**config.mk**
```make
export PLATFORM = sky130hd
export DESIGN_NAME = flpa_ctrl
export DESIGN_NICKNAME = d
export VERILOG_FILES = /design/src/hw/rtl/flpa_pkg.sv /design/src/hw/rtl/flpa_ctrl.sv
export SDC_FILE = /design/constraint.sdc
export NUM_CORES = 1
export LEC_CHECK = 0
export CORE_MARGIN = 1
export CORE_UTILIZATION = 49
export CTS_BUF_LIST = sky130_fd_sc_hd__clkbuf_2
export DETAILED_ROUTE_END_ITERATION = 12
export DONT_BUFFER_PORTS = 1
export HOLD_SLACK_MARGIN = 0.12
export SLEW_MARGIN = 20
export SYNTH_ARGS = -nofsm -noshare
export SYNTH_HDL_FRONTEND = slang
export SYNTH_SLANG_ARGS = --single-unit
```
**constraint.sdc**
```tcl
create_clock -name clk -period 4.5 [get_ports clk]
set_clock_uncertainty 0.05 [all_clocks]
set_input_delay 0.225 -clock clk [delete_from_list [all_inputs] [get_ports clk]]
set_output_delay 0.225 -clock clk [all_outputs]
set_load 0.01 [all_outputs]
```
**src/hw/rtl/flpa_pkg.sv**
```systemverilog
// ----------------------------------------------------------------------------
// flpa_pkg
// Types and constants shared by the free-list pool allocator modules.
// ----------------------------------------------------------------------------
package flpa_pkg;

	localparam int LEN_W = 32;
	localparam int SUM_W = LEN_W + 1;

	typedef struct packed {
		logic              operation;
		logic [LEN_W-1:0]  address;
		logic [LEN_W-1:0]  length;
	} req_t;

	typedef enum logic [2:0] {
		ST_OK      = 3'd0,
		ST_INVALID = 3'd1,
		ST_OUTSIDE = 3'd2,
		ST_NOMEM   = 3'd3,
		ST_FULL    = 3'd4
	} status_t;

	typedef struct packed {
		logic [2:0]        status;
		logic [LEN_W-1:0]  granted_address;
	} rsp_t;

	localparam logic OP_FREE  = 1'b0;
	localparam logic OP_ALLOC = 1'b1;

	localparam logic CFG_POOL_BASE = 1'b0;
	localparam logic CFG_POOL_SIZE = 1'b1;

	typedef enum logic [4:0] {
		S_INIT, S_IDLE, S_CHECK, S_FRD, S_FEV, S_ARD, S_AEV, S_RMRD, S_RMWR,
		S_SLD, S_SCAR, S_SRD, S_SEV, S_SEND, S_MLD, S_MACC, S_MRD, S_MEV,
		S_MEND, S_DONE
	} state_t;

	typedef enum logic [4:0] {
		C_NONE, C_INIT, C_LOAD, C_CHECK, C_FRD, C_FEV, C_ARD, C_AEV, C_RMRD,
		C_RMWR, C_SLD, C_SCAR, C_SRD, C_SEV, C_SEND, C_MLD, C_MACC, C_MRD,
		C_MEV, C_MEND
	} cmd_t;

	typedef struct packed {
		logic op;
		logic len_zero;
		logic outside;
		logic cnt_zero;
		logic cnt_small;
		logic at_end;
		logic last;
		logic overlap;
		logic adjacent;
		logic fit_gt;
		logic fit_eq;
		logic idx_zero;
		logic second;
		logic swapped;
	} dp_status_t;

endpackage

```
**src/hw/rtl/flpa_ctrl.sv**
```systemverilog
// ----------------------------------------------------------------------------
// flpa_ctrl
// Sequencer for the allocator: steps through table scans, entry removal,
// sort passes and the merge pass, one command to the datapath per cycle.
// ----------------------------------------------------------------------------
module flpa_ctrl (
	input  logic                 clk,
	input  logic                 arst_n,
	input  logic                 start,
	input  flpa_pkg::dp_status_t st,
	output flpa_pkg::cmd_t       cmd,
	output logic                 busy,
	output logic                 done
);
	import flpa_pkg::*;

	state_t state_q;
	state_t state_d;

	always_ff @(posedge clk or negedge arst_n) begin
		if (!arst_n) begin
			state_q <= S_INIT;
		end else begin
			state_q <= state_d;
		end
	end

	always_comb begin
		state_d = state_q;
		unique case (state_q)
			S_INIT: state_d = S_IDLE;
			S_IDLE: begin
				if (start) state_d = S_CHECK;
			end
			S_CHECK: begin
				if (st.op == OP_ALLOC) begin
					state_d = (st.len_zero || st.cnt_zero) ? S_DONE : S_ARD;
				end else begin
					state_d = (st.len_zero || st.outside) ? S_DONE : S_FRD;
				end
			end
			S_FRD: state_d = st.at_end ? S_DONE : S_FEV;
			S_FEV: state_d = (st.overlap || st.adjacent) ? S_DONE : S_FRD;
			S_ARD: state_d = S_AEV;
			S_AEV: begin
				if (st.fit_gt) begin
					state_d = S_DONE;
				end else if (st.fit_eq) begin
					state_d = S_RMRD;
				end else if (!st.idx_zero) begin
					state_d = S_ARD;
				end else if (st.second) begin
					state_d = S_DONE;
				end else begin
					state_d = st.cnt_small ? S_MLD : S_SLD;
				end
			end
			S_RMRD: state_d = st.last ? S_DONE : S_RMWR;
			S_RMWR: state_d = S_RMRD;
			S_SLD:  state_d = S_SCAR;
			S_SCAR: state_d = S_SRD;
			S_SRD:  state_d = S_SEV;
			S_SEV:  state_d = st.last ? S_SEND : S_SRD;
			S_SEND: state_d = st.swapped ? S_SLD : S_MLD;
			S_MLD:  state_d = S_MACC;
			S_MACC: state_d = S_MRD;
			S_MRD:  state_d = st.at_end ? S_MEND : S_MEV;
			S_MEV:  state_d = S_MRD;
			S_MEND: state_d = S_ARD;
			S_DONE: state_d = S_IDLE;
			default: state_d = S_INIT;
		endcase
	end

	always_comb begin
		cmd  = C_NONE;
		busy = 1'b1;
		done = 1'b0;
		unique case (state_q)
			S_INIT: cmd = C_INIT;
			S_IDLE: begin
				busy = 1'b0;
				cmd  = start ? C_LOAD : C_NONE;
			end
			S_CHECK: cmd = C_CHECK;
			S_FRD:   cmd = C_FRD;
			S_FEV:   cmd = C_FEV;
			S_ARD:   cmd = C_ARD;
			S_AEV:   cmd = C_AEV;
			S_RMRD:  cmd = C_RMRD;
			S_RMWR:  cmd = C_RMWR;
			S_SLD:   cmd = C_SLD;
			S_SCAR:  cmd = C_SCAR;
			S_SRD:   cmd = C_SRD;
			S_SEV:   cmd = C_SEV;
			S_SEND:  cmd = C_SEND;
			S_MLD:   cmd = C_MLD;
			S_MACC:  cmd = C_MACC;
			S_MRD:   cmd = C_MRD;
			S_MEV:   cmd = C_MEV;
			S_MEND:  cmd = C_MEND;
			S_DONE:  done = 1'b1;
			default: cmd = C_NONE;
		endcase
	end

endmodule

```
==> results of run 1 <==
[report_power, final]
part	total [mW]	internal, mW	leakage [nW]	switching (mW)
logic	0.248	0.115	0.177	0.133
clock network	0.0419	0.0235	0.0166	0.0184
registers	0.136	0.0620	0.0640	0.0744
total	0.427	0.201	0.257	0.226
[layer usage]
layer	GRT usage, %	vias to the layer above
li1	-	367
met1	31.4	339
met2	44.3	35
met3	5.11	2
met4	7.76	0
met5	0	-
[metrics by stage]
stage | hold WS (ns) | utilization [%] | power [mW] | instance area [sq um] | instances
after floorplan | -0.121 | - | 0.349 | 686 | 100
after global placement | -0.121 | 51.1 | 0.380 | 664 | 108
after detailed placement | -0.121 | 51.1 | 0.380 | 664 | 108
after CTS | 0.146 | 53.4 | 0.424 | 694 | 113
after global routing | 0.139 | 53.4 | 0.465 | 694 | 113
final | 0.146 | 53.4 | 0.427 | 694 | 113
[what timing repair did]
item / 4_1_cts / 5_1_grt
hold buffers: 1 / 0
buffers inserted: 0 / 0
endpoints found under the hold margin: 5 / 0
[area by class of cell]
class / instances / area, sq um
flip-flops and latches: 5 / 125
multi-input cells: 84 / 505
well taps: 15 / 18.8
repair buffers: 1 / 10.0
fillers: 156 / 607
inverters: 4 / 15.0
clock buffers: 4 / 20.0
[synthesized netlist by cell type (all sizes together)]
| library cell | n |
|---|---|
| buf | 6 |
| o22ai | 3 |
| o211ai | 1 |
| a221o | 1 |
| o221ai | 1 |
| a22o | 1 |
| mux2 | 1 |
| or3 | 2 |
| and2 | 1 |
| xnor2 | 2 |
| o21ba | 1 |
| a32oi | 1 |
| or2b | 1 |
| nor3b | 1 |
| mux2i | 1 |
| clkbuf | 1 |
| nor3 | 5 |
| a21oi | 7 |
| nand2 | 10 |
| a211oi | 2 |
| nand3 | 1 |
| nor4 | 1 |
| nand2b | 5 |
| dfrtp | 5 |
| inv | 4 |
| nor2 | 14 |
| a311oi | 1 |
| a31oi | 2 |
| or4 | 2 |
| o32ai | 3 |
| o21ai | 6 |
| a211o | 1 |
| nor2b | 6 |
[worst max-delay path, delay by kind of cell, from the launching register on]
family        cells  cell delay, ns
xor+xnor          1            0.17
flops             1            0.67
simple gates      3            0.64
[logic make-up after synthesis]
group,count (synthesis)
compound gates,31
xor+xnor,2
buf+inv,11
flops,5
mux,2
simple gates,49
[how the worst min path moves through the flow]
| stage | startpoint | endpoint | slack [ns] | cells after the start |
|---|---|---|---|---|
| final | start | state_q[1] | 0.15 | 2 |
| after global routing | start | state_q[1] | 0.14 | 2 |
| after CTS | start | state_q[1] | 0.15 | 2 |
| after detailed placement | arst_n | state_q[2] | -0.12 | 0 |
| after global placement | arst_n | state_q[2] | -0.12 | 0 |
| after floorplan | arst_n | state_q[0] | -0.12 | 0 |
==> run summary, run 1 <==
The largest fanout on the critical path came out at 16. The worst setup path is of the reg2out kind. The via count of the first global-routing pass is 636. Sorting the synthesized cells by area gives the leading types as dfrtp_1 18%, nor2_1 7.1%, nand2_1 5.5%. Across all setup checks in the final design, the least slack found is 2.53 ns.

The number of nets at the end of the flow is 116. The number of H-tree branching levels came out at 1. The number of synthesis warnings came out at 0. The maximum buffer depth of the clock tree came out at 2. The final setup violation count came out at 0. The relative slew slack is 63.4%. The first-pass GRT wire length came out at 2.68 mm. The flow ran to the end, and the final reports show no timing, DRC or antenna violations.

The worst setup slack after placement came out at 2.62 ns. The count of pins on the block boundary came out at 24. After detailed routing, the average wire length per cell comes to 15.5 microns. The number of sinks on the clock net is 5. The placeable core region is 0.00130 sq mm. The congestion estimate from routability-driven global placement came to 0.761. For this design the ratio of total power to cell area is 614 mW/mm^2. For this design, the slowest cell found on the critical path is dfrtp_1. The initial core utilization is 52.7%.

The final hold violation count came out at 0. The overall routed net length is 1.75 mm. The sum of routed wire segments on met1 is 783 microns. The sum of net half-perimeters after detailed placement came out at 1.30 mm. The worst hold-check path type is in2reg. Global routing used 25.7% of the available tracks. The number of inserted diodes is 0. The remaining global-route overflow came out at 0. The number of antenna violations at the first check in global routing came out at 0. The top cell types in the final layout, fill and taps aside, are 13 x nor2_1, 10 x nand2_1, 7 x a21oi_1.

In the finished design, the share of the clock period the worst path needs comes to 43.7%. The startpoint identified for the worst register-to-register timing path is state_q[2]. The data arrival time of the worst path came out at 1.69 ns.

Of the synthesized area, sequential elements account for 18.2%. The vertical die dimension is 39.4 microns. The fraction of layout instances using a drive strength above 1 came out at 10.2%. STA classifies the critical path endpoint as a primary output. After clock tree synthesis, the clock-pin slew on the worst setup and hold paths is 0.06 ns. The register bank with the most flops is state_q. The end of the worst register-to-register path is state_q[0]. The count of distinct cell types in the synthesized netlist came out at 39.

The post-synthesis instance area is 686 sq um. The number of cell rows came out at 13. The synthesized design spends more area on one cell type than any other, namely dfrtp_1. For this run, the slowest stage of the critical path takes 0.67 ns.

The full die area came out at 0.00155 sq mm. The net count after synthesis came out at 117. Setup repair after global routing left no endpoint under its margin. The flip-flop count of the largest register after layout came out at 5.

The maximum number of pins on one net before global-route repair is 19. The chip width is 39.4 microns. The final-layout setup total negative slack came out at 0 ns. In this run the register-to-register setup slack is 2.58 ns. Synthesis produced 100 cells. Following the worst setup path forward leads to its endpoint at cmd[3].

Leaving out fill and tap cells, the most frequent cell in the layout is nor2_1. The DRC violation total after the first TritonRoute iteration came out at 36. The endpoint required time on the critical path came out at 4.22 ns.

The number of gates resized after CTS was 0. The number of port buffers came out at 0. In the routed design, unresolved DRC markers number 0.

The largest registers in the layout are state_q (5). The peak supply drop came out at 0.277 mV. The number of pins exceeding their max-slew limit in the final report is 0. The clock latency reported for the late side of the worst-skew pair came out at 0.22 ns. The critical path starts at state_q[1]. The simple-gate portion of the synthesized area came out at 37.6%. The average cell area after synthesis is 6.86 sq um. The layout-stage area growth over the synthesis result is 1.28%. Walking the worst path, the cells encountered are and2_1, nand2_1, xnor2_1, nor2_1.

The cell chosen for the clock root is clkbuf_2. The synthesized flop and latch total came out at 5. The adder-cell share of the synthesized area is 0%. The detail route stage leaves a number of antenna-violating nets equal to 0. The number of CTS-inserted buffers is 3. Wire segments on met3 add up to 106 microns in the final route. The CTS tree is done. By area, the combinational part of the netlist is dominated by simple AND/OR/NAND/NOR gates. The total vias in the final route is 743. The synthesized netlist devotes 30.5% of its cell area to compound gates.

The minimum clock period after layout is 1.97 ns. The area fraction of the dominant cell type after synthesis came out at 18.2%. The reported leakage power came out at 0.257 nW. The startpoint kind of the worst setup timing path is a flop.

The first-pass iteration count of the detailed router came out at 4. In this run the top signal layer used is met4. The post-synthesis xor/xnor area fraction is 2.55%. The slew at the pin closest to its max-slew limit is 0.549 ns. Counting cells, the worst reg-to-reg path comes to 5. The highest clock frequency the design can meet came out at 0.509 GHz.

Dividing the detail-routed via count by the number of cells gives 6.58. The multiplexer share of the synthesized area is 3.10%. The wire length on met2 came out at 849 microns. Max-cap violations in this run came to 0.
Power figures use the tool's default switching activity.
==> run 2: changes to the inputs <==
Settings changed: PLACE_DENSITY set to 0.66.
Clock period 4.5 ns to 1.6 ns, I/O delays scaled along.
==> run 2 against run 1 <==
Net effect:
- the flow now finishes with violations (negative setup slack)
- wire length grew 25%
- register-to-register slack got worse by 2.6 ns
- count of clock-buffer cells in the layout stayed put
- sequential share of layout area down 5.0 points
- power rose to 4.0 times the previous value
- critical path type is now reg2reg
==> run summary, run 2 (synthesis gave the netlist of run 1 again) <==
Result of the run: finished, violations left (was finished clean). The final reports fail on negative setup slack. The depth of the worst register-to-register path came out at 5 (unchanged). The filler cell count is 110 (was 156). The via count of the first global-routing pass is 718 (was 636).

The flip-flop count of the largest register after layout came out at 5 (unchanged). The element type at the critical path end is a flop (was primary output). The DRC violation total after the first TritonRoute iteration is 23 (was 36). The area occupied by multi-input gates is 594 sq um (was 505 sq um).

The overall routed net length is 2.20 mm (was 1.75 mm). The average detailed-routed wire length per instance was 16.2 microns (was 15.5 microns). The leading cell type in the layout, fill and taps excluded is buf_4 (was nor2_1). The worst path setup slack after routing is -0.0423 ns (was 2.53 ns). Counting I/O delays and the setup requirement, the final critical path takes 1.64 ns.

The peak supply drop is 1.24 mV (was 0.277 mV). The maximum buffer depth of the clock tree came to 2 (unchanged). The number of CTS-inserted buffers is 3 (unchanged).

Series of cell instances along the critical path: mux2_4, nand2_2, a221o_1, o221ai_2, or3_1 (was and2_1, nand2_1, xnor2_1, nor2_1). The global routing met3 resource utilization came out at 1.14% (was 5.11%). The net switching fraction of the power came to 47.2% (was 53.0%). The count of buffer and inverter cells on the critical path came out at 0 (unchanged). The count of max-cap constraint violations is 0 (unchanged). The cell count of the worst hold path came to 4 (was 2). The worst hold-check path type was in2reg (unchanged). The data arrival time of the worst path is 1.66 ns (was 1.69 ns). The vertical die dimension came out at 39.4 microns (unchanged). Commonest cells after routing, fill and taps aside: 16 x buf_4, 11 x nor2_1, 9 x nand2_1 (was 13 x nor2_1, 10 x nand2_1, 7 x a21oi_1). The most heavily used metal layer in global routing is met2 (unchanged). The cell family contributing the most delay on the critical path is flip-flops (unchanged). The highest clock frequency the design can meet came out at 0.609 GHz. The relative slew slack is 79.7% (was 63.4%). The total chip power is 1.69 mW (was 0.427 mW). The cell area power density is 1730 mW/mm^2 (was 614 mW/mm^2). Top flop regs: state_q (5) (unchanged). The total number of cells along the worst setup path came to 5 (was 4).

The count of pins on the block boundary is 24 (unchanged). The initial core utilization is 52.7% (unchanged). The number of inserted diodes came out at 0 (unchanged). The final setup violation count came out at 2 (was 0).

The number of non-filler instances in the completed layout is 136 (was 113). The placeable core region is 0.00130 sq mm (unchanged). The reported leakage power is 0.391 nW (was 0.257 nW). The clock-pin slew on the worst setup and hold paths is 0.06 ns (about the same). The fraction of layout instances using a drive strength above 1 came to 36.4% (was 10.2%).

The register bank with the most flops is state_q (unchanged). The clock latency reported for the late side of the worst-skew pair is 0.20 ns (was 0.22 ns). The clock power share came out at 6.5% (was 9.8%).

The net switching power was 0.799 mW (was 0.226 mW). The full die area came out at 0.00155 sq mm (unchanged). The standard cell with the maximum stage delay on the critical path was dfrtp_1 (unchanged). The total vias in the final route came to 856 (was 743). The last weighted congestion value of the routability-driven placer came out at 0.920 (was 0.761). The number of antenna violations at the first check in global routing is 0 (unchanged). The cell chosen for the clock root is clkbuf_2 (unchanged). The sum of net half-perimeters after detailed placement came out at 1.46 mm (was 1.30 mm).

The utilization after layout came out at 75.1% (was 53.4%). The met1 routing resource usage after global routing is 36.7% (was 31.4%). The internal portion of total power is 0.895 mW (was 0.201 mW). The sequential cell area in the final layout was 128 sq um (was 125 sq um). The worst setup slack after placement is -0.0708 ns (was 2.62 ns).

The endpoint required time on the critical path came to 1.62 ns (was 4.22 ns). The number of cell rows was 13 (unchanged). The number of nets at the end of the flow came to 139 (was 116).

The first-pass iteration count of the detailed router is 4 (unchanged). The number of cells after detailed placement was 123 (was 108). Dividing the final minimum period by the clock period gives 103%.

The portion of total power attributed to sequential cells came to 16.2% (was 32.0%). The CTS tree is done (unchanged). The met2 usage came to 45.9% (was 44.3%).

RSZ-0062 raised after global routing: yes (was no). The largest fanout on the critical path came out at 4 (was 16). The number of port buffers is 0 (unchanged).

The post-route DRC violation count came out at 0 (unchanged). The startpoint kind of the worst setup timing path is a flop (unchanged). The number of sinks on the clock net is 5 (unchanged).

The layout-stage area growth over the synthesis result came to 42.5% (was 1.28%). The final hold violation count came to 0 (unchanged). The share of power burned in combinational logic came out at 77.3% (was 58.2%). The number of H-tree branching levels came out at 1 (unchanged). The first-pass GRT wire length is 2.96 mm (was 2.68 mm). The smallest hold slack is 0.135 ns (was 0.146 ns). The total routing resource utilization after global routing came out at 27.7% (was 25.7%).

The category of the critical setup timing path is reg2reg (was reg2out). The remaining global-route overflow is 0 (unchanged). The maximum number of pins on one net before global-route repair is 18 (was 19). The number of pins exceeding their max-slew limit in the final report is 0 (unchanged). The delay of the slowest critical-path stage is 0.43 ns (was 0.67 ns). The number of nets still failing antenna checks after routing came out at 0 (unchanged). The chip width is 39.4 microns (unchanged). The slew at the pin closest to its max-slew limit came out at 0.304 ns (was 0.549 ns). The detailed-route vias per instance came to 6.29 (was 6.58).
==> run 2: per-layer routing <==
metal | routed length, microns | part of all wire (%)
met2 | 1120 | 51
met5 | 0 | 0
met4 | 36 | 1.6
met3 | 110 | 5.0
met1 | 934 | 42
==> run 2: timing repair <==
| action | 4_1_cts | 5_1_grt |
|---|---|---|
| hold endpoints to repair | 8 | 0 |
| hold buffers | 7 | 0 |
| gates resized for setup | 12 | 11 |
| endpoints found under the setup margin | 3 | 9 |
| setup buffers | 2 | 1 |
| pin swaps | 4 | 8 |
==> run 2: final timing paths <==
kind                       startpoint          to  slack [ns]
max                        state_q[2]  state_q[0]       -0.04
min                             st[7]  state_q[2]        0.13
max reg2reg                state_q[2]  state_q[0]       -0.04
min reg2reg                state_q[4]  state_q[3]        0.68
max in group asynchronous      arst_n  state_q[1]        0.64
min in group asynchronous      arst_n  state_q[2]        0.65
==> run 2: final cells by class <==
| type | count | share of cell area, % |
|---|---|---|
| multi-input cells | 84 | 60.8 |
| repair buffers | 24 | 20.6 |
| flip-flops and latches | 5 | 13.1 |
| clock buffers | 4 | 2.05 |
| well taps | 15 | 1.92 |
| inverters | 4 | 1.54 |
==> run 2: worst reg2reg max path, stage by stage (launching register included) <==
cell	delay, ns
dfrtp_1	0.43
mux2_4	0.32
nand2_2	0.07
a221o_1	0.20
o221ai_2	0.11
or3_1	0.33
==> run 2: metrics by stage <==
| stage | area (sq um) | setup TNS [ns] |
|---|---|---|
| after global placement | 777 | 0 |
| after detailed placement | 777 | -0.0916 |
| after global routing | 977 | -0.225 |
| final | 977 | -0.0750 |
| after floorplan | 686 | 0 |
| after CTS | 936 | -0.113 |
==> run 2: power groups by stage <==
| stage | clock network, mW | logic [mW] | registers, mW |
|---|---|---|---|
| after floorplan | 0 | 0.752 | 0.229 |
| after global placement | 0 | 1.03 | 0.256 |
| after detailed placement | 0 | 1.05 | 0.263 |
| after CTS | 0.118 | 1.19 | 0.269 |
| after global routing | 0.119 | 1.41 | 0.280 |
| final | 0.111 | 1.31 | 0.274 |
